`src/design/linear_probe_hash_table_core_macros.svh`:
```
// Assertion macros for the linear probe hash table core.
// Used by the top level only; expects aclk and aresetn in scope.
`ifndef LINEAR_PROBE_HASH_TABLE_CORE_MACROS_SVH
`define LINEAR_PROBE_HASH_TABLE_CORE_MACROS_SVH

// Same-cycle implication, disabled while reset is asserted.
`define LPHT_ASSERT_NOW(label, ante, cons, msg) \
    label: assert property (@(posedge aclk) disable iff (!aresetn) (ante) |-> (cons)) \
        else $error(msg);

// Next-cycle implication, disabled while reset is asserted.
`define LPHT_ASSERT_NEXT(label, ante, cons, msg) \
    label: assert property (@(posedge aclk) disable iff (!aresetn) (ante) |=> (cons)) \
        else $error(msg);

`endif

```
`src/design/lpht_pkg.sv`:
```
// Shared types and constants for the linear probe hash table core.
// No dependencies; every design module imports this package.
package lpht_pkg;

    localparam int TABLE_SIZE = 512;
    localparam int KEY_W      = 30;
    localparam int SLOT_W     = 9;
    localparam int PROBE_W    = 10;
    localparam int STATUS_W   = 2;
    localparam int MODE_W     = 2;

    localparam logic [PROBE_W-1:0] PROBE_FULL = PROBE_W'(TABLE_SIZE);
    localparam logic [SLOT_W-1:0]  SLOT_LAST  = SLOT_W'(TABLE_SIZE - 1);

    // Operation kinds.
    localparam logic KIND_INSERT = 1'b0;
    localparam logic KIND_SEARCH = 1'b1;

    // Result status codes.
    localparam logic [STATUS_W-1:0] ST_INSERTED  = 2'd0;
    localparam logic [STATUS_W-1:0] ST_FOUND     = 2'd1;
    localparam logic [STATUS_W-1:0] ST_NOT_FOUND = 2'd2;
    localparam logic [STATUS_W-1:0] ST_FULL      = 2'd3;

    // Hash mode codes; the unused code behaves as division.
    localparam logic [MODE_W-1:0] MODE_DIV  = 2'd0;
    localparam logic [MODE_W-1:0] MODE_FOLD = 2'd1;
    localparam logic [MODE_W-1:0] MODE_MID  = 2'd2;

    // Serial divide-by-constant unit.
    localparam int DIVN_W     = 60;
    localparam int REM_W      = 24;
    localparam int RADIX_BITS = 4;
    localparam int DIVS_W     = 4;
    localparam logic [REM_W-1:0] DIV_SMALL = 24'd1000;
    localparam logic [REM_W-1:0] DIV_BIG   = 24'd10000000;

    // Folding works on a 32-bit window at the top of the dividend.
    localparam int FOLD_SHIFT = DIVN_W - 32;
    localparam logic [DIVS_W-1:0] FOLD_STEPS = 4'd8;
    // Mid-square: full 60-bit square, then a 40-bit quotient window.
    localparam int MID_SHIFT = DIVN_W - 40;
    localparam logic [DIVS_W-1:0] MID_STEPS_SQ  = 4'd15;
    localparam logic [DIVS_W-1:0] MID_STEPS_MOD = 4'd10;

    // Request queue between the hashing front and the probing back.
    localparam int QUEUE_DEPTH = 4;
    localparam int QPTR_W      = 2;
    localparam int QCNT_W      = 3;

    typedef struct packed {
        logic              kind;
        logic [KEY_W-1:0]  key;
        logic [SLOT_W-1:0] home;
    } lpht_req_t;

endpackage

```
`src/design/lpht_divc.sv`:
```
// Serial divider by a fixed constant (1000 or 10^7), four quotient bits per cycle.
// Depends on lpht_pkg.
module lpht_divc (
    input  logic                        aclk,
    input  logic                        aresetn,
    input  logic                        start,
    input  logic [lpht_pkg::DIVN_W-1:0] dividend,
    input  logic [lpht_pkg::DIVS_W-1:0] steps,
    input  logic                        big,
    output logic                        done,
    output logic [lpht_pkg::DIVN_W-1:0] quotient,
    output logic [lpht_pkg::REM_W-1:0]  remainder
);
    import lpht_pkg::*;

    logic                  busy_reg, busy_next;
    logic                  done_reg, done_next;
    logic [DIVS_W-1:0]     cnt_reg, cnt_next;
    logic [DIVN_W-1:0]     num_reg;
    logic [DIVN_W-1:0]     quo_reg;
    logic [REM_W-1:0]      rem_reg;
    logic                  big_reg;
    logic [REM_W-1:0]      dval;
    logic [REM_W-1:0]      rem_step;
    logic [REM_W:0]        trial;
    logic [RADIX_BITS-1:0] qbits;

    // Restoring division, one bit per inner iteration.
    always_comb begin
        dval     = big_reg ? DIV_BIG : DIV_SMALL;
        rem_step = rem_reg;
        qbits    = '0;
        trial    = '0;
        for (int i = 0; i < RADIX_BITS; i++) begin
            trial = {rem_step, num_reg[DIVN_W-1-i]};
            if (trial >= {1'b0, dval}) begin
                rem_step = REM_W'(trial - {1'b0, dval});
                qbits[RADIX_BITS-1-i] = 1'b1;
            end else begin
                rem_step = trial[REM_W-1:0];
            end
        end
    end

    always_comb begin
        busy_next = busy_reg;
        cnt_next  = cnt_reg;
        done_next = 1'b0;
        if (start) begin
            busy_next = 1'b1;
            cnt_next  = steps;
        end else if (busy_reg) begin
            cnt_next = cnt_reg - 1'b1;
            if (cnt_reg == DIVS_W'(1)) begin
                busy_next = 1'b0;
                done_next = 1'b1;
            end
        end
    end

    always_ff @(posedge aclk) begin
        if (!aresetn) begin
            busy_reg <= 1'b0;
            done_reg <= 1'b0;
            cnt_reg  <= '0;
        end else begin
            busy_reg <= busy_next;
            done_reg <= done_next;
            cnt_reg  <= cnt_next;
        end
    end

    always_ff @(posedge aclk) begin
        if (start) begin
            num_reg <= dividend;
            quo_reg <= '0;
            rem_reg <= '0;
            big_reg <= big;
        end else if (busy_reg) begin
            num_reg <= num_reg << RADIX_BITS;
            quo_reg <= {quo_reg[DIVN_W-RADIX_BITS-1:0], qbits};
            rem_reg <= rem_step;
        end
    end

    assign done      = done_reg;
    assign quotient  = quo_reg;
    assign remainder = rem_reg;

endmodule

```
`src/design/lpht_front.sv`:
```
// Front end: accepts operations, computes the home slot, queues the request.
// Depends on lpht_pkg and lpht_divc.
module lpht_front (
    input  logic                        aclk,
    input  logic                        aresetn,
    input  logic [lpht_pkg::MODE_W-1:0] hash_mode,
    input  logic                        clr_busy,
    input  logic                        s_valid,
    output logic                        s_ready,
    input  logic                        s_kind,
    input  logic [lpht_pkg::KEY_W-1:0]  s_key,
    output logic                        q_push,
    output lpht_pkg::lpht_req_t         q_data,
    input  logic                        q_full
);
    import lpht_pkg::*;

    localparam logic [2:0] F_IDLE = 3'd0;
    localparam logic [2:0] F_FOLD = 3'd1;
    localparam logic [2:0] F_MID1 = 3'd2;
    localparam logic [2:0] F_MID2 = 3'd3;
    localparam logic [2:0] F_PUSH = 3'd4;

    logic [2:0]        state_reg, state_next;
    logic [1:0]        grp_reg, grp_next;
    logic              kind_reg, kind_next;
    logic [KEY_W-1:0]  key_reg, key_next;
    logic [SLOT_W-1:0] home_reg, home_next;
    logic [SLOT_W-1:0] sum_reg, sum_next;
    logic [SLOT_W-1:0] sum_add;
    logic              accept;

    logic              div_start;
    logic [DIVN_W-1:0] div_dividend;
    logic [DIVS_W-1:0] div_steps;
    logic              div_big;
    logic              div_done;
    logic [DIVN_W-1:0] div_quo;
    logic [REM_W-1:0]  div_rem;
    logic [DIVN_W-1:0] key_ext;
    logic [DIVN_W-1:0] key_sq;

    lpht_divc u_divc (
        .aclk      (aclk),
        .aresetn   (aresetn),
        .start     (div_start),
        .dividend  (div_dividend),
        .steps     (div_steps),
        .big       (div_big),
        .done      (div_done),
        .quotient  (div_quo),
        .remainder (div_rem)
    );

    assign s_ready = (state_reg == F_IDLE) && !clr_busy;
    assign accept  = s_valid && s_ready;
    assign key_ext = DIVN_W'(s_key);
    assign key_sq  = key_ext * key_ext;
    assign sum_add = sum_reg + div_rem[SLOT_W-1:0];

    always_comb begin
        state_next   = state_reg;
        grp_next     = grp_reg;
        kind_next    = kind_reg;
        key_next     = key_reg;
        home_next    = home_reg;
        sum_next     = sum_reg;
        div_start    = 1'b0;
        div_dividend = '0;
        div_steps    = FOLD_STEPS;
        div_big      = 1'b0;
        q_push       = 1'b0;
        case (state_reg)
            F_IDLE: begin
                if (accept) begin
                    kind_next = s_kind;
                    key_next  = s_key;
                    sum_next  = '0;
                    grp_next  = '0;
                    case (hash_mode)
                        MODE_FOLD: begin
                            div_start    = 1'b1;
                            div_dividend = key_ext << FOLD_SHIFT;
                            div_steps    = FOLD_STEPS;
                            state_next   = F_FOLD;
                        end
                        MODE_MID: begin
                            div_start    = 1'b1;
                            div_dividend = key_sq;
                            div_steps    = MID_STEPS_SQ;
                            div_big      = 1'b1;
                            state_next   = F_MID1;
                        end
                        default: begin
                            home_next  = s_key[SLOT_W-1:0];
                            state_next = F_PUSH;
                        end
                    endcase
                end
            end
            F_FOLD: begin
                if (div_done) begin
                    if (grp_reg == 2'd2) begin
                        // The last quotient is the top group, at most 1.
                        home_next  = sum_add + div_quo[SLOT_W-1:0];
                        state_next = F_PUSH;
                    end else begin
                        sum_next     = sum_add;
                        grp_next     = grp_reg + 1'b1;
                        div_start    = 1'b1;
                        div_dividend = DIVN_W'(div_quo[31:0]) << FOLD_SHIFT;
                        div_steps    = FOLD_STEPS;
                    end
                end
            end
            F_MID1: begin
                if (div_done) begin
                    div_start    = 1'b1;
                    div_dividend = DIVN_W'(div_quo[39:0]) << MID_SHIFT;
                    div_steps    = MID_STEPS_MOD;
                    state_next   = F_MID2;
                end
            end
            F_MID2: begin
                if (div_done) begin
                    home_next  = div_rem[SLOT_W-1:0];
                    state_next = F_PUSH;
                end
            end
            F_PUSH: begin
                q_push = !q_full;
                if (!q_full) begin
                    state_next = F_IDLE;
                end
            end
            default: begin
                state_next = F_IDLE;
            end
        endcase
    end

    always_ff @(posedge aclk) begin
        if (!aresetn) begin
            state_reg <= F_IDLE;
            grp_reg   <= '0;
        end else begin
            state_reg <= state_next;
            grp_reg   <= grp_next;
        end
    end

    always_ff @(posedge aclk) begin
        kind_reg <= kind_next;
        key_reg  <= key_next;
        home_reg <= home_next;
        sum_reg  <= sum_next;
    end

    assign q_data.kind = kind_reg;
    assign q_data.key  = key_reg;
    assign q_data.home = home_reg;

endmodule

```
`config.mk`:
```
export PLATFORM = sky130hd
export DESIGN_NAME = lpht_front
export DESIGN_NICKNAME = d
export VERILOG_FILES = /design/src/design/linear_probe_hash_table_core_macros.svh /design/src/design/lpht_pkg.sv /design/src/design/lpht_divc.sv /design/src/design/lpht_front.sv
export SDC_FILE = /design/constraint.sdc
export NUM_CORES = 2
export LEC_CHECK = 0
export ABC_AREA = 1
export BUFFER_PORTS_ARGS = -buffer_cell sky130_fd_sc_hd__buf_2
export CORE_ASPECT_RATIO = 0.7
export CORE_MARGIN = 3
export CORE_UTILIZATION = 52
export CTS_BUF_LIST = sky130_fd_sc_hd__clkbuf_16
export CTS_CLUSTER_SIZE = 24
export DETAILED_ROUTE_END_ITERATION = 8
export PLACE_DENSITY = 0.67
export SETUP_SLACK_MARGIN = 0.5
export SLEW_MARGIN = 0
export SYNTH_ARGS = -nofsm -noshare
export SYNTH_HDL_FRONTEND = slang
export SYNTH_SLANG_ARGS = --single-unit
```
`constraint.sdc`:
```
create_clock -name aclk -period 9.67 [get_ports aclk]
set_input_delay 1.934 -clock aclk [delete_from_list [all_inputs] [get_ports aclk]]
set_output_delay 1.934 -clock aclk [all_outputs]
set_load 0.02 [all_outputs]
```
# After elaboration in Yosys (flattened, before gate mapping)
# Cells that the tools add are included.
[totals]
regBits = 185
out_inout_bits = 42
[classes]
add_sub_neg = 8
mul = 1
order_cmp = 4
eq_ne = 16
n_mux = 57
bitwise_logic = 2
n_reduce_logical = 14
[ops]
columns = ["operator", "n"]
rows = [
  ["two-way mux 60 bit", 6],
  ["case mux 60 bit (3 select lines)", 1],
  ["two-way mux 24 bit", 5],
  ["case mux 60 bit (2 select lines)", 1],
  [">= comparator 25 x 24 -> 1 bit", 4],
  ["subtractor 24 bit", 4],
  ["two-way mux 9 bit", 8],
  ["multiplier 30 x 30 -> 60 bit", 1],
  ["case mux 9 bit (3 select lines)", 1],
  ["two-way mux 3 bit", 8],
  ["adder 9 bit", 2],
  ["case mux 9 bit (2 select lines)", 1],
  ["two-way mux 1 bit", 15],
  ["case mux 3 bit (5 select lines)", 1],
  ["case mux 3 bit (2 select lines)", 2],
  ["AND reduction 6 bit", 2],
  ["inequality test 2 bit (second input constant)", 5],
  ["two-way mux 2 bit", 4],
  ["two-way mux 4 bit", 2],
  ["== test 3 x 2 -> 1 bit (second input constant)", 2],
  ["inequality test 2 x 1 -> 1 bit (second input constant)", 3],
  ["== test 2 bit (second input constant)", 2],
  ["== test 4 x 1 -> 1 bit (second input constant)", 1],
  ["case mux 2 bit (2 select lines)", 1],
  ["other kinds (16)", 20],
]

# Depth between registers and ports, before layout
[depth]
word_depth = 9
ltp_mapped = 59
mapped_depth_nobuf = 56

# Cells and area by module
# Synthesis repeated with hierarchy kept, for this count alone.
[unflattened]
cells_unflattened = 5884
area_unflattened_um2 = 42811.1
[modules_own_cells]
columns = ["mod", "instances", "cells_per_inst", "area_per_inst_um2", "seq_area_each_um2"]
rows = [
  ["lpht_front", 1, 4131, 31607.8, 1571.5],
  ["lpht_divc", 1, 1753, 11203.2, 3633.5],
]

# Worst setup path before layout
# OpenSTA, ideal clock, no wires.
[synth_timing]
path_kind = "input -> register"
from = "in s_key[5] (netlist name)"
to = "reg u_divc.num_reg[59], data pin"
t_arrival_ns = 9.704
t_required_ns = 9.406
path_slack_ns = -0.298
path_stages = 42
n_path_buf = 2
path_cell_list = "clkbuf_1 > buf_1 > nand2_1 > fa_1 > inv_1 > fa_1 > fa_1 > inv_1 > fa_1 > inv_1 > fa_1 > ha_1 > fa_1 > inv_1 > fa_1 > inv_1 > ha_1 > nand2_1 > (+6 left out) > o21ai_0 > a21boi_0 > o21ai_0 > a31oi_1 > o21ai_0 > inv_1 > o21ai_0 > a21oi_1 > inv_1 > nand2_1 > nand2_1 > nand2_1 > nand2_1 > nand2_1 > nand3_1 > a21oi_1 > o21ai_0 > nand3_1"
[synth_between]
elab_chain_cells = 5
[synth_lines]
columns = ["item", "line_no", "source"]
rows = [
  ["start: declaration", "lpht_front.sv:11", "input logic [lpht_pkg::KEY_W-1:0] s_key,"],
  ["multiplier 30 x 30 -> 60 bit", "lpht_front.sv:58", "assign key_sq = key_ext * key_ext;"],
  ["case mux 60 bit (2 select lines)", "lpht_front.sv:80", "case (hash_mode)"],
  ["two-way mux 60 bit", "lpht_front.sv:75", "if (accept) begin"],
  ["case mux 60 bit (3 select lines)", "lpht_front.sv:73", "case (state_reg)"],
  ["two-way mux 60 bit", "lpht_divc.sv:74", "if (start) begin"],
  ["end signal: assignment", "lpht_divc.sv:75", "num_reg <= dividend;"],
  ["end signal: assignment", "lpht_divc.sv:80", "num_reg <= num_reg << RADIX_BITS;"],
  ["end: declaration", "lpht_divc.sv:19", "logic [DIVN_W-1:0] num_reg;"],
]
# Every way passes these cells.
# A chain may end at the register's enable or synchronous reset.

# Final worst setup path
[layout_timing]
from = "in s_key[3] (netlist name)"
to = "reg u_divc.num_reg[51], data pin"
# Same word-level chain as after synthesis.

==> summary.md <==
| Metric | Value |
|---|---|
| All-Layer GR Usage | `29.1%` |
| Critical path peak fanout | `7` |
| Drt first pass iters | `5` |
| CTS max path bufs | `2` |
| Max Clock Skew | `15.9 ps` |
| Sequential share of the synthesized area | `12.2%` |
| Finished Core Util | `57.9%` |
| Worst Path Buf+Inv | `9` |
| Share of cells above drive strength 1 | `9.60%` |
| Die area | `78500 sq um` |
| FP Rows | `83` |
| Post-Syn Nets | `6012` |
| Area grow syn2layout | `9.41%` |
| Initial antenna violation count | `2` |
| Die Wd | `334 um` |
| CTS tree | `yes` |
| Commonest non-fill, non-tap cell in the layout | `inv_1` |
| Cell variety after synth | `61` |
| Routed WL | `112000 um` |
| Rel. slew slack | `14.3%` |
| RSZ-0062 raised after global routing | `true` |
| Setup Viol. Count Final | `0` |
| Period minus WS final | `9010 ps` |
| Final instance area | `42700 sq um` |
| Synth Area in Simple Gates | `17.9%` |
| Clock slew at reported path FFs | `80 ps` |
| Largest net degree at the start of global routing | `60` |
| Number of buffers created by CTS | `17` |
| Syn avg cell area | `7.89 sq um` |
| Most frequent cells in the layout | `1353 x inv_1, 1088 x nand2_1, 689 x fa_1` |
| Max-cap viol count | `0` |
| Final net count | `6160` |
| Share of flip-flops with an asynchronous set or reset | `0%` |
| Worst slew pin tran | `1280 ps` |
| Routed via count | `32000` |
| Vias per Instance | `5.26` |
| Synth Flop Type | `edfxtp_1` |
| Cell family with most CP delay | `adder cells` |
| Clock latency on the worst-skew pair | `500 ps` |
| WL per Instance | `18.3 um` |
| Post-synthesis mux area share | `0%` |
| Synth Area in Adders | `46.2%` |
| Post-DRT Antenna Nets | `0` |
| Tcrit/Tclk final | `93.2%` |
| Worst stage delay on the critical path | `550 ps` |
| CORE AREA | `73800 sq um` |
| First-pass GRT wire length | `178000 um` |
| Clock sink total | `184` |
| PortBufs | `79` |
| DR iter-0 viols | `3207` |
| Fmax | `0.111 GHz` |
| XOR/XNOR Fraction of Synth Area | `2.09%` |
| Total grt overflow | `0` |
| Worst setup EP type | `flop` |
| CP arrival | `9250 ps` |
| Setup TNS | `0 ps` |
| Hold Slack | `472 ps` |
| FF+latch count, synth | `184` |
| FILL cells | `6761` |
| Final Hold Viols | `0` |
| Synth Area in Compound Gates | `6.55%` |
| Status | `completed` |
| Largest register FFs | `59` |
| Detail Placement HPWL | `92500 um` |
| Startpoint Class | `input pin` |
| Vias in the first global route | `31700` |
| GPL Wtd Cong | `0.976` |
| Crit path kind | `input pin to flop` |
| Slowest cell on the critical path | `fa_1` |
| Number of flops mapped to enable cells by yosys | `109` |
| Req. time, crit path | `9910 ps` |
| Die height | `235 um` |
| Dpl cell area | `41400 sq um` |
| DRC | `0` |
| Clk root buf | `clkbuf_16` |
| Cell area after synthesis | `39000 sq um` |
| Ports | `80` |
| Hold WC Path Type | `flop to flop` |
| Warnings from Yosys | `0` |
| Pins over their slew limit | `0` |
| Initial Util | `52.9%` |
| Synth Instances | `4952` |
| H-tree Lvls | `4` |
| Largest family of logic cells by synthesized area | `adder cells` |
[final timing paths]
path | endpoint | slack (ps) | depth (start not counted) | startpoint
worst min-delay path | u_divc.quotient[39] | 470 | 2 | u_divc.quotient[39]
worst max-delay path | u_divc.num_reg[51] | 660 | 39 | s_key[3]
worst max register to register | u_divc.remainder[10] | 1020 | 57 | u_divc.big_reg
worst min register to register | u_divc.quotient[39] | 470 | 2 | u_divc.quotient[39]
[synthesized netlist by cell type (all sizes together) (2+ instances only)]
cell type	instances	area, sq um
o21a	3	22.5
nor4	4	25.0
inv	1387	5210
a311oi	2	17.5
o211ai	11	82.6
nor2	255	1030
clkbuf	108	405
buf	38	246
o31ai	3	22.5
a31oi	11	68.8
ha	324	4050
o221ai	10	87.6
o2111ai	2	17.5
a22oi	32	240
nand2	1136	4390
nand3	196	1010
fa	698	14000
nor3	20	100
a21boi	8	60.1
and2	4	25.0
nand3b	6	45.0
o21ai	122	622
xor2	56	490
o22ai	53	332
a21o	4	30.0
o21bai	9	67.6
a21oi	156	796
xnor2	37	324
dfxtp	75	1500
edfxtp	109	3270
nand4	39	250
clkinv	7	26.3
or2	16	100
a221oi	2	17.5
a32o	2	20.0
[kinds of logic (layout without fill, tap and decap cells)]
| family | after synthesis | in the layout |
|---|---|---|
| flip-flops | 184 | 184 |
| XOR/XNOR | 93 | 93 |
| other | 0 | 1 |
| AND/OR/NAND/NOR | 1677 | 1677 |
| AO/OA/AOI/OAI | 436 | 436 |
| buffers and inverters | 1540 | 1700 |
| adder cells (fa/ha/maj) | 1022 | 1022 |
[worst register-to-register path, delay by kind of cell, from the launching register on]
kind                     cells  cell delay, ps
AND/OR/NAND/NOR             34            4040
buffers and inverters       14            1780
adder cells (fa/ha/maj)      4            1270
XOR/XNOR                     3             730
flip-flops                   1             440
AO/OA/AOI/OAI                2             230
[layer usage]
metal | wire length [um] | vias to the layer above | track usage (%) | share of wire (%)
met5 | 13 | - | 0 | 0.012
met4 | 1530 | 2 | 4.89 | 1.4
met3 | 11700 | 99 | 5.74 | 10
met2 | 44900 | 1374 | 40.5 | 40
met1 | 53400 | 15500 | 47.1 | 48
li1 | - | 15000 | - | -
[cell type report]
| cell class | instances | area (sq um) | share of cell area [%] |
|---|---|---|---|
| clock buffer | 19 | 475 | 1.11 |
| timing repair buffer | 275 | 2140 | 5.02 |
| antenna | 1 | 2.50 | 0.00586 |
| clock inverter | 12 | 121 | 0.284 |
| tap | 977 | 1220 | 2.86 |
| multi-input combinational | 3228 | 28700 | 67.3 |
| sequential | 184 | 4770 | 11.2 |
| inverter | 1394 | 5240 | 12.3 |
[timing repair]
action	in CTS	in global routing
hold buffers	0	0
cloned	0	1
endpoints found under the setup margin	16	48
resized for setup	8	140
pin swaps	1	57
setup buffers	0	22
[stage by stage]
step	std cells	setup WS, ps
after floorplan	4952	500
after global placement	6035	-91.9
final	6090	661
after detailed placement	6035	-227
after CTS	6066	507
after global routing	6089	351
Power is left out: the tool's default activity adds up to more than one toggle a clock period on the data nets, which glitch-free logic cannot reach.
