[src/design/linear_probe_hash_table_core_macros.svh]
// Assertion macros for the linear probe hash table core.
// Used by the top level only; expects aclk and aresetn in scope.
`ifndef LINEAR_PROBE_HASH_TABLE_CORE_MACROS_SVH
`define LINEAR_PROBE_HASH_TABLE_CORE_MACROS_SVH

// Same-cycle implication, disabled while reset is asserted.
`define LPHT_ASSERT_NOW(label, ante, cons, msg) \
    label: assert property (@(posedge aclk) disable iff (!aresetn) (ante) |-> (cons)) \
        else $error(msg);

// Next-cycle implication, disabled while reset is asserted.
`define LPHT_ASSERT_NEXT(label, ante, cons, msg) \
    label: assert property (@(posedge aclk) disable iff (!aresetn) (ante) |=> (cons)) \
        else $error(msg);

`endif

[src/design/lpht_pkg.sv]
// Shared types and constants for the linear probe hash table core.
// No dependencies; every design module imports this package.
package lpht_pkg;

    localparam int TABLE_SIZE = 512;
    localparam int KEY_W      = 30;
    localparam int SLOT_W     = 9;
    localparam int PROBE_W    = 10;
    localparam int STATUS_W   = 2;
    localparam int MODE_W     = 2;

    localparam logic [PROBE_W-1:0] PROBE_FULL = PROBE_W'(TABLE_SIZE);
    localparam logic [SLOT_W-1:0]  SLOT_LAST  = SLOT_W'(TABLE_SIZE - 1);

    // Operation kinds.
    localparam logic KIND_INSERT = 1'b0;
    localparam logic KIND_SEARCH = 1'b1;

    // Result status codes.
    localparam logic [STATUS_W-1:0] ST_INSERTED  = 2'd0;
    localparam logic [STATUS_W-1:0] ST_FOUND     = 2'd1;
    localparam logic [STATUS_W-1:0] ST_NOT_FOUND = 2'd2;
    localparam logic [STATUS_W-1:0] ST_FULL      = 2'd3;

    // Hash mode codes; the unused code behaves as division.
    localparam logic [MODE_W-1:0] MODE_DIV  = 2'd0;
    localparam logic [MODE_W-1:0] MODE_FOLD = 2'd1;
    localparam logic [MODE_W-1:0] MODE_MID  = 2'd2;

    // Serial divide-by-constant unit.
    localparam int DIVN_W     = 60;
    localparam int REM_W      = 24;
    localparam int RADIX_BITS = 4;
    localparam int DIVS_W     = 4;
    localparam logic [REM_W-1:0] DIV_SMALL = 24'd1000;
    localparam logic [REM_W-1:0] DIV_BIG   = 24'd10000000;

    // Folding works on a 32-bit window at the top of the dividend.
    localparam int FOLD_SHIFT = DIVN_W - 32;
    localparam logic [DIVS_W-1:0] FOLD_STEPS = 4'd8;
    // Mid-square: full 60-bit square, then a 40-bit quotient window.
    localparam int MID_SHIFT = DIVN_W - 40;
    localparam logic [DIVS_W-1:0] MID_STEPS_SQ  = 4'd15;
    localparam logic [DIVS_W-1:0] MID_STEPS_MOD = 4'd10;

    // Request queue between the hashing front and the probing back.
    localparam int QUEUE_DEPTH = 4;
    localparam int QPTR_W      = 2;
    localparam int QCNT_W      = 3;

    typedef struct packed {
        logic              kind;
        logic [KEY_W-1:0]  key;
        logic [SLOT_W-1:0] home;
    } lpht_req_t;

endpackage

[src/design/lpht_fifo.sv]
// Short request queue between the hashing front and the probing back.
// Depends on lpht_pkg.
module lpht_fifo (
    input  logic                  aclk,
    input  logic                  aresetn,
    input  logic                  push,
    input  lpht_pkg::lpht_req_t   push_data,
    output logic                  full,
    input  logic                  pop,
    output lpht_pkg::lpht_req_t   pop_data,
    output logic                  empty
);
    import lpht_pkg::*;

    lpht_req_t          entries [QUEUE_DEPTH];
    logic [QPTR_W-1:0]  wr_ptr_reg, wr_ptr_next;
    logic [QPTR_W-1:0]  rd_ptr_reg, rd_ptr_next;
    logic [QCNT_W-1:0]  count_reg, count_next;
    logic               do_push, do_pop;

    assign full    = (count_reg == QCNT_W'(QUEUE_DEPTH));
    assign empty   = (count_reg == '0);
    assign do_push = push && !full;
    assign do_pop  = pop && !empty;

    always_comb begin
        wr_ptr_next = do_push ? wr_ptr_reg + 1'b1 : wr_ptr_reg;
        rd_ptr_next = do_pop ? rd_ptr_reg + 1'b1 : rd_ptr_reg;
        count_next  = count_reg;
        if (do_push && !do_pop) begin
            count_next = count_reg + 1'b1;
        end else if (do_pop && !do_push) begin
            count_next = count_reg - 1'b1;
        end
    end

    always_ff @(posedge aclk) begin
        if (!aresetn) begin
            wr_ptr_reg <= '0;
            rd_ptr_reg <= '0;
            count_reg  <= '0;
        end else begin
            wr_ptr_reg <= wr_ptr_next;
            rd_ptr_reg <= rd_ptr_next;
            count_reg  <= count_next;
        end
    end

    always_ff @(posedge aclk) begin
        if (do_push) begin
            entries[wr_ptr_reg] <= push_data;
        end
    end

    assign pop_data = entries[rd_ptr_reg];

endmodule

[config.mk]
export PLATFORM = sky130hd
export DESIGN_NAME = lpht_fifo
export DESIGN_NICKNAME = d
export VERILOG_FILES = /design/src/design/linear_probe_hash_table_core_macros.svh /design/src/design/lpht_pkg.sv /design/src/design/lpht_fifo.sv
export SDC_FILE = /design/constraint.sdc
export NUM_CORES = 1
export LEC_CHECK = 0
export BUFFER_PORTS_ARGS = -buffer_cell sky130_fd_sc_hd__buf_2
export CORE_MARGIN = 8
export CORE_UTILIZATION = 45
export CTS_BUF_LIST = sky130_fd_sc_hd__clkbuf_8
export CTS_CLUSTER_DIAMETER = 50
export DETAILED_ROUTE_END_ITERATION = 8
export HOLD_SLACK_MARGIN = 0.08
export PLACE_DENSITY_LB_ADDON = 0.12
export SYNTH_ARGS = -nofsm -noshare
export SYNTH_HDL_FRONTEND = slang
export SYNTH_SLANG_ARGS = --single-unit
[constraint.sdc]
create_clock -name aclk -period 6.66 [get_ports aclk]
set_clock_uncertainty 0.15 [all_clocks]
set_input_delay 0.333 -clock aclk [delete_from_list [all_inputs] [get_ports aclk]]
set_output_delay 0.333 -clock aclk [all_outputs]
set_load 0.02 [all_outputs]
==> After elaboration in Yosys (flattened, before gate mapping) <==
Memory sizes are Yosys's and may differ from the RTL's. A register that Yosys moved wholly into a read port is not among the register bits.
Cells that the tools add are included.
{ "word_totals": {"ff_bits": 7, "latchBits": 0, "mem_bits_rw": 160, "rom_bits": 0, "inputBits": 44, "output_inout_bits": 42, "word_cells": 25, "n_memories": 1} }
{ "op_classes": {"n_addsub": 4, "multipliers": 0, "n_div": 0, "order_cmp": 0, "eq_ne": 1, "n_shift": 0, "n_mux": 6, "bitwise_logic": 0, "reduce_logical": 10} }
{ "memory_table": {"columns": ["name", "depth", "width", "read_ports", "rd_ports_with_merged_regs", "wr", "line_no", "rtl"], "rows": [
  ["entries", 4, 40, 1, 1, 1, "lpht_fifo.sv:15", "lpht_req_t entries [QUEUE_DEPTH];"]
]} }
{ "ops": {"columns": ["op", "count"], "rows": [
  ["$mux 3", 2],
  ["$add 2x1->2 const B", 2],
  ["$logic_and 1x1->1", 4],
  ["$logic_not 1->1", 4],
  ["$mux 2", 2],
  ["$add 3x1->3 const B", 1],
  ["$eq 3x3->1 const B", 1],
  ["$logic_not 3->1", 1],
  ["$sub 3x1->3 const B", 1],
  ["$mux 1", 2],
  ["$reduce_bool 2->1", 1]
]} }

==> Longest topological paths before layout <==
Gate-level depths: netlist of the first run.
{ "depth": {"depth_word": 7, "depth_mapped": 9, "depth_no_buf": 8} }

==> Worst setup path after synthesis of the first run <==
No wires, ideal clock.
{ "synth_timing": {"kind": "register to register", "from": "reg count_reg[0]", "to": "mem entries[0][0] (netlist name) (enable)", "setup_time_ns": 0.401, "arrival_ns": 1.842, "t_required_ns": 6.109, "path_slack_ns": 4.267, "path_stages_with_launch": 5, "n_path_buf": 1, "period_less_slack_ns": 2.393, "cell_sequence": "dfxtp_1 > nor3b_2 > nor2b_1 > buf_6 > and2_1"} }
{ "synth_via": {"elab_chain_cells": 5} }
{ "synth_lines": {"columns": ["item", "line_no", "rtl"], "rows": [
  ["start, declared", "lpht_fifo.sv:18", "logic [QCNT_W-1:0] count_reg, count_next;"],
  ["start signal, assigned", "lpht_fifo.sv:45", "count_reg <= count_next;"],
  ["$eq 3x3->1", "lpht_fifo.sv:21", "assign full = (count_reg == QCNT_W'(QUEUE_DEPTH));"],
  ["named net full", "lpht_fifo.sv:8", "output logic full,"],
  ["$logic_not 1->1", "lpht_fifo.sv:23", "assign do_push = push && !full;"],
  ["$logic_and 1x1->1", "lpht_fifo.sv:23", null],
  ["named net do_push", "lpht_fifo.sv:19", "logic do_push, do_pop;"],
  ["$mux 1", "lpht_fifo.sv:50", "if (do_push) begin"],
  ["$mux 1 (implied by the code)", "lpht_fifo.sv:51", "entries[wr_ptr_reg] <= push_data;"],
  ["end, declared", "lpht_fifo.sv:15", null]
]} }
The timed path passes the listed nets, and every way through them passes these cells.

==> results of run 1 <==
[synthesized netlist by cell type (all sizes together)]
| cell | number | area, sq um |
|---|---|---|
| edfxtp | 160 | 4800 |
| nor2b | 2 | 12.5 |
| a21boi | 1 | 7.51 |
| o21ai | 1 | 5.00 |
| mux2i | 3 | 30.0 |
| xor2 | 1 | 8.76 |
| dfxtp | 9 | 180 |
| nor3b | 1 | 12.5 |
| clkbuf | 1 | 3.75 |
| xnor2 | 3 | 26.3 |
| or3 | 1 | 6.26 |
| fa | 1 | 20.0 |
| nor3 | 1 | 5.00 |
| buf | 10 | 123 |
| mux4 | 40 | 901 |
| inv | 3 | 11.3 |
| o311ai | 1 | 8.76 |
| ha | 5 | 62.6 |
| and2 | 8 | 50.1 |
| nand2 | 4 | 15.0 |
| o31ai | 1 | 12.5 |
[metrics by stage]
step	hold WS [ps]	cell area, sq um	total power (uW)
after global placement	349	6880	2120
after floorplan	282	6310	1930
after detailed placement	343	6880	2120
final	182	7720	2850
after CTS	145	7720	2900
after global routing	184	7720	2980
[area by class of cell]
class,instances,area share
Sequential cell,169,0.646
Multi-Input combinational cell,74,0.154
Timing Repair Buffer,131,0.113
Clock buffer,21,0.0374
Tap cell,180,0.0292
Clock inverter,11,0.0186
Inverter,3,0.00146
[layer usage]
metal  GRT usage  wire length, um  vias to the layer above
met3      0.0535              674                       12
met4      0.0499              140                        0
met1       0.160             4850                     1562
met2       0.228             6000                       71
met5           0                0                        -
li1            -                -                     1345
[report_power, final]
part           internal (uW)  switching (uW)
registers               1290             102
clock network            410             352
logic                    328             370
[worst max-delay path: cells and delay by family, from the launching register on]
| family | cells | cell delay (ps) |
|---|---|---|
| DFF | 1 | 920 |
| muxes | 1 | 620 |
| buffers and inverters | 1 | 180 |
[repair_timing]
| action | CTS | global route |
|---|---|---|
| hold buffers | 41 | 0 |
| setup buffers | 0 | 0 |
| endpoints found under the hold margin | 169 | 0 |
[logic make-up after synthesis]
kind of cell	count (synthesis)	share of synthesized area
flip-flops	169	0.790
multiplexers	43	0.148
AND/OR/NAND/NOR	17	0.0161
buffers and inverters	14	0.0218
adder cells (fa/ha/maj)	6	0.0131
AO/OA/AOI/OAI	4	0.00536
XOR/XNOR	4	0.00556
[final timing paths]
path | endpoint | start | cells after the start
max | pop_data[1] | register | 2
min | register | pop | 4
max reg2reg | count_reg[2] | count_reg[0] | 8
min reg2reg | wr_ptr_reg[1] | wr_ptr_reg[1] | 2
==> out/results.ini, run 1 <==
[outcome]
status = finished clean

[power_and_ir_drop]
p_per_area_nw_per_um2 = 370
vdd_drop_max_v = 0.000223
p_leak_uw = 0.00264

[sta]
hold_viol_final = 0
setup_viol = 0
rsz0062_at_grt = false
finalCritPeriodShare = 0.401
finalSetupTns_ps = 0
tightest_slew_ps = 844
period_needed_ps = 2670
fmax_mhz = 375
slew_viol_final = 0
slew_headroom = 0.437
worst_slack_ps = 3990

[yosys]
synthDistinctLibCells = 23
synth_seq_area_share = 0.790
ys_ff_latch = 169
avgSynthCellArea_sq_um = 24.5
synth_nets = 307
synth_warnings = 0
syn_inst = 257
syn_area_sq_um = 6310

[floorplan]
rows = 43
core_sq_um = 13800
die_h_um = 134
start_util = 0.458
chipWidth_um = 134
ios = 86
die_area_sq_um = 18100

[final_layout]
drive_gt1_frac = 0.413
layout.nets = 446
multi_input_area_sq_um = 1190
fin_cells = 589
diodes = 0
utilization = 0.561
final_common_cell = edfxtp_1
layout_common_cells = edfxtp_1, buf_2, dlygate4sd3_1
area_growth_pct = 22.4
seq_area_sq_um = 4990
largest_reg_flops = 160
fill_cells = 1086

[worst_setup_path]
reg2reg_slack_ps = 4070
slowest_stage = dfxtp_4
crit_path_cell_trace = mux4_2, buf_2
cpPeakStageDelay_ps = 920
end_kind = primary output
worstSetupPathType = reg -> out
cp.required_ps = 6180
startpoint_type = register
worst-path-max-fanout = 40
cp.arrival_ps = 2190

[clock_network]
ctsResizeCount = 0
cts_tree = yes
cts_buffer_depth = 2
htree_levels = 4
clk_latency_ps = 440
cts_sinks = 169
cts_buffers = 17
clock_tree.root_cell = clkbuf_8
path_clk_slew_ps = 90

[routing]
drt_pass1_iterations = 4
wl_per_cell_um = 19.8
drtAntennaViolNets = 0
drc = 0
routed_wl_um = 11700
vias_per_cell = 5.08
vias = 2990
drt-initial-drc-count = 189

[placed_design]
io_buffers = 85
place_hpwl_um = 6980
dpl_worst_slack_ps = 4070
gp_congestion = 0.646
dp.cells = 516

[hold_path]
hp-class = in -> reg

[job]
drv_cap = 0

[global_route]
antenna_found_initial = 0
grt_pass1_wl_um = 18300
grt_start_max_net_pins = 41
grt_pass1_vias = 3320
grt_usage = 0.138
grt.overflow.total = 0

Power figures use the tool's default switching activity.
==> run 2, diff against run 1 <==
clock period = 2.5 ns   (was 6.66 ns; I/O delays follow)
==> run 2 against run 1 <==
Count of clock-buffer cells in the layout is 4 lower. Die area stayed put. Hold slack better by 100 ps. Combinational power grew to 3.0 times the previous value. Final cell count is 1.2% higher. Utilization is 0.17 points higher. Routed wire length is 1.3% higher. Sequential power grew to 2.6 times the previous value. Largest power group unchanged.
==> out/results.ini, run 2 (synthesis gave the netlist of run 1 again) <==
[power_and_ir_drop]
p_per_area_nw_per_um2 = 943
vdd_drop_max_v = 0.000485
p_leak_uw = 0.00266

[final_layout]
diodes = 0
area_growth_pct = 22.8
layout.nets = 457
final_cell_area_sq_um = 7740
drive_gt1_frac = 0.399
layout_common_cells = edfxtp_1, buf_2, dlygate4sd3_1
fill_cells = 1122
largest_reg_flops = 160
final_common_cell = edfxtp_1

[placed_design]
place_hpwl_um = 7360
io_buffers = 85
gp_congestion = 0.702
postPlaceCellArea_sq_um = 7000

[worst_setup_path]
worstSetupPathType = reg -> reg
end_kind = register
cpPeakStageDelay_ps = 510
cp.arrival_ps = 2560
worst-path-max-fanout = 6
cp.required_ps = 2710
crit_path_cell_trace = nor3b_2, nor2b_1, ha_1, inv_1, fa_1, xor2_1, or3_1, a21boi_0
startpoint_type = register
slowest_stage = dfxtp_1

[routing]
drt-initial-drc-count = 167
drc = 0
drt_pass1_iterations = 4
vias_per_cell = 5.06
vias = 3018
drtAntennaViolNets = 0
routed_wl_um = 11800
wl_per_cell_um = 19.8

[hold_path]
hp-class = in -> reg

[clock_network]
cts_sinks = 169
ctsResizeCount = 0
cts_buffers = 17
clock_tree.root_cell = clkbuf_8
htree_levels = 4
clk_latency_ps = 440
path_clk_slew_ps = 70
cts_buffer_depth = 2
post_cts_buffers = 0
cts_tree = yes

[floorplan]
ios = 86
die_h_um = 134
core_sq_um = 13800
die_area_sq_um = 18100
chipWidth_um = 134
rows = 43
start_util = 0.458

[sta]
rsz0062_at_grt = false
finalSetupTns_ps = 0
finalCritPeriodShare = 0.941
tightest_slew_ps = 519
period_needed_ps = 2350
slew_headroom = 0.654
fmax_mhz = 425
slew_viol_final = 0
setup_viol = 0
hold_viol_final = 0

[global_route]
grt.overflow.total = 0
grt_pass1_wl_um = 18600
antenna_found_initial = 0
grt_pass1_vias = 3372
grt_usage = 0.140
grt_start_max_net_pins = 37

[job]
drv_cap = 0

[outcome]
status = finished clean

## run 2: cell types whose count changed in the layout (fill, tap and decap cells not counted), moves of 2 or more
cell and change:
buf_12 +5, clkinv_1 +5, clkbuf_8 -4, buf_4 +3
clkinvlp_4 -3, dlygate4sd3_1 +3, bufinv_16 -2, inv_1 +2
## run 2: power by group
group	total (uW)	leakage [uW]	internal, uW	switching (uW)
clock network	1590	0.000168	731	860
registers	3630	0.00154	3440	188
logic	2090	0.000950	976	1110
## run 2: worst paths after layout
kind / start / to / slack [ps] / cells after the start
max: count_reg[0] / count_reg[2] / 150 / 8
min reg2reg: wr_ptr_reg[0] / wr_ptr_reg[0] / 360 / 2
max reg2reg: count_reg[0] / count_reg[2] / 150 / 8
min: push_data[14] / entries[2][14] / 290 / 2
## run 2: critical path, delay by kind of cell, from the launching register on
kind | cells | cell delay (ps)
adders and majority gates | 2 | 630
and+or+nand+nor | 3 | 580
xor gates and xnor gates | 1 | 170
DFF | 1 | 510
AOI/OAI and AO/OA | 1 | 180
buffers and inverters | 1 | 70
## run 2: through the flow
stage | std cells | hold WS, ps | total power (uW) | utilization | setup WS [ps]
3_5_place_dp | 524 | 193 | 5770 | 0.508 | 218
2_1_floorplan | 257 | 73.9 | 5140 | - | 107
4_1_cts | 596 | 246 | 7410 | 0.562 | 167
6_report | 596 | 285 | 7310 | 0.562 | 148
5_1_grt | 596 | 261 | 7660 | 0.562 | 21.3
3_3_place_gp | 524 | 189 | 5740 | 0.508 | 357
## run 2: timing repair
item | 4_1_cts | 5_1_grt
endpoints found under the hold margin | 169 | 0
hold buffers | 44 | 0
setup endpoints to repair | 0 | 0
## run 2: per-layer routing
metal  vias to the layer above  share of wire  global-route usage
met5                         -              0                   0
met3                        13          0.059              0.0516
met1                      1565           0.42               0.164
met2                        75           0.51               0.230
li1                       1365              -                   -
met4                         0          0.014              0.0549
## run 2: cell type report
class / count / area [sq um] / share of cell area
inverter: 3 / 11.3 / 0.00145
tap: 180 / 225 / 0.0291
clock inverter: 11 / 70.1 / 0.00905
timing repair buffer: 142 / 1030 / 0.132
sequential: 169 / 4990 / 0.644
clock buffer: 17 / 234 / 0.0302
multi-input combinational: 74 / 1190 / 0.153
==> run 3, diff against run 2 <==
--- a/config.mk
+++ b/config.mk
@@ -14,3 +14,5 @@
 export HOLD_SLACK_MARGIN = 0.08
+export MAX_ROUTING_LAYER = met4
 export PLACE_DENSITY_LB_ADDON = 0.12
+export SLEW_MARGIN = 20
 export SYNTH_ARGS = -nofsm -noshare
==> constraint.sdc (replaced) <==
create_clock -name aclk -period 2.5 [get_ports aclk]
set_clock_uncertainty 0.15 [all_clocks]
set_input_delay 0.5 -clock aclk [delete_from_list [all_inputs] [get_ports aclk]]
set_output_delay 0.5 -clock aclk [all_outputs]
set_load 0.02 [all_outputs]
==> run 3 against run 2 <==
Global-route usage fell by 0.36 points. Final cell count fell by 3.9%. Non-clock buffer count fell by 27. Critical path depth fell by 5. Critical path type is now reg -> out. Largest cell class unchanged.
==> out/results.ini, run 3 (synthesis gave the netlist of run 1 again) <==
[outcome]
status = finished clean

[final_layout]
fill_cells = 1116
area_growth_pct = 20.6
layout.nets = 430
final_cell_area_sq_um = 7610
diodes = 0
fin_cells = 573
layout_common_cells = edfxtp_1, buf_2, mux4_2
drive_gt1_frac = 0.453
final_common_cell = edfxtp_1
largest_reg_flops = 160

[clock_network]
htree_levels = 4
cts_tree = yes
path_clk_slew_ps = 80
cts_buffers = 17
cts_sinks = 169
cts_buffer_depth = 2
clk_latency_ps = 450
clock_tree.root_cell = clkbuf_8

[power_and_ir_drop]
p_leak_uw = 0.00262
p_per_area_nw_per_um2 = 1010
finalPower_uw = 7700
vdd_drop_max_v = 0.000518

[placed_design]
io_buffers = 85
postPlaceCellArea_sq_um = 7010
dp.cells = 525
place_hpwl_um = 7090
gp_congestion = 0.683

[worst_setup_path]
end_kind = primary output
worstSetupPathType = reg -> out
worst-path-max-fanout = 14
r2r-end = count_reg[2]
cp.arrival_ps = 1760
reg2regPathDepth = 8
r2r_start = count_reg[0]
cp.required_ps = 1850
startpoint_type = register
reg2reg_slack_ps = 250

[sta]
slew_headroom = 0.734
tightest_slew_ps = 400
finalSetupTns_ps = 0
rsz0062_at_grt = true
fmax_mhz = 414
hold_viol_final = 0
hold_ws_ps = 109
setup_viol = 0
period_needed_ps = 2410
slew_viol_final = 0
finalCritPeriodShare = 0.966

[hold_path]
hp-class = in -> reg
min_path_cells = 1
hold_path_startpoint = push_data[10]
holdPathEnd = entries[0][10]

[floorplan]
ios = 86
rows = 43
core_sq_um = 13800
chipWidth_um = 134
die_area_sq_um = 18100
start_util = 0.458
die_h_um = 134

[global_route]
grt_start_max_net_pins = 28
grt_pass1_vias = 3234
grt_pass1_wl_um = 17600
grt_usage = 0.136
grt.overflow.total = 0
antenna_found_initial = 0

[routing]
drt-initial-drc-count = 277
drt_pass1_iterations = 4
drtAntennaViolNets = 0
vias_per_cell = 5.05
routed_wl_um = 11200
wl_per_cell_um = 19.6
vias = 2895
drc = 0

[job]
drv_cap = 0

## run 3: cell count changes in the layout (fill, tap and decap cells not counted), sizes merged
cell         previous run  this run
dlygate4sd3            44        14
clkbuf                 17        21
bufinv                  1         3
buf                    98       101
clkinv                  7         5
## run 3: power by group
part	switching, uW	total (uW)	internal, uW	leakage [uW]
sequential	116	3550	3440	0.00154
clock	904	1980	1080	0.000229
combinational	1160	2160	1010	0.000848
## run 3: metal layers
metal	vias to the layer above	wire length [um]	global-route usage	part of all wire
li1	1319	-	-	-
met1	1499	4930	0.161	0.44
met2	61	5560	0.208	0.49
met3	16	556	0.0471	0.049
met4	0	195	0.0636	0.017
met5	-	0	-	0
## run 3: worst max path at each step
stage	start	endpoint	cells past startpoint
after floorplan	count_reg[0]	entries[1][0]	4
after global placement	push	count_reg[2]	8
after detailed placement	push	count_reg[2]	8
after CTS	register	pop_data[25]	3
after global routing	register	pop_data[25]	3
final	register	pop_data[2]	3
## run 3: cell type report
type	count	area, sq um	area share
multi-input cells	74	1190	0.156
inverters	3	11.3	0.00148
repair buffers	115	773	0.102
clock buffers	21	289	0.0380
well taps	180	225	0.0296
flip-flops and latches	169	4990	0.656
clock inverters	11	130	0.0171
## run 3: what timing repair did
action | in CTS | in global routing
setup buffers | 2 | 0
hold buffers | 9 | 5
cloned | 0 | 0
endpoints found under the setup margin | 34 | 7
gates resized for setup | 1 | 7
hold endpoints to repair | 26 | 17
## run 3: critical path: stages, from the launching register on
cell and delay (ps):
dfxtp_4 420, buf_12 190, mux4_2 530, buf_2 180
## run 3: metrics by stage
stage,util,setup WS (ps)
after detailed placement,0.509,241
after CTS,0.547,22.0
after global placement,0.509,321
after global routing,0.552,-13.7
final,0.552,85.5
after floorplan,-,107
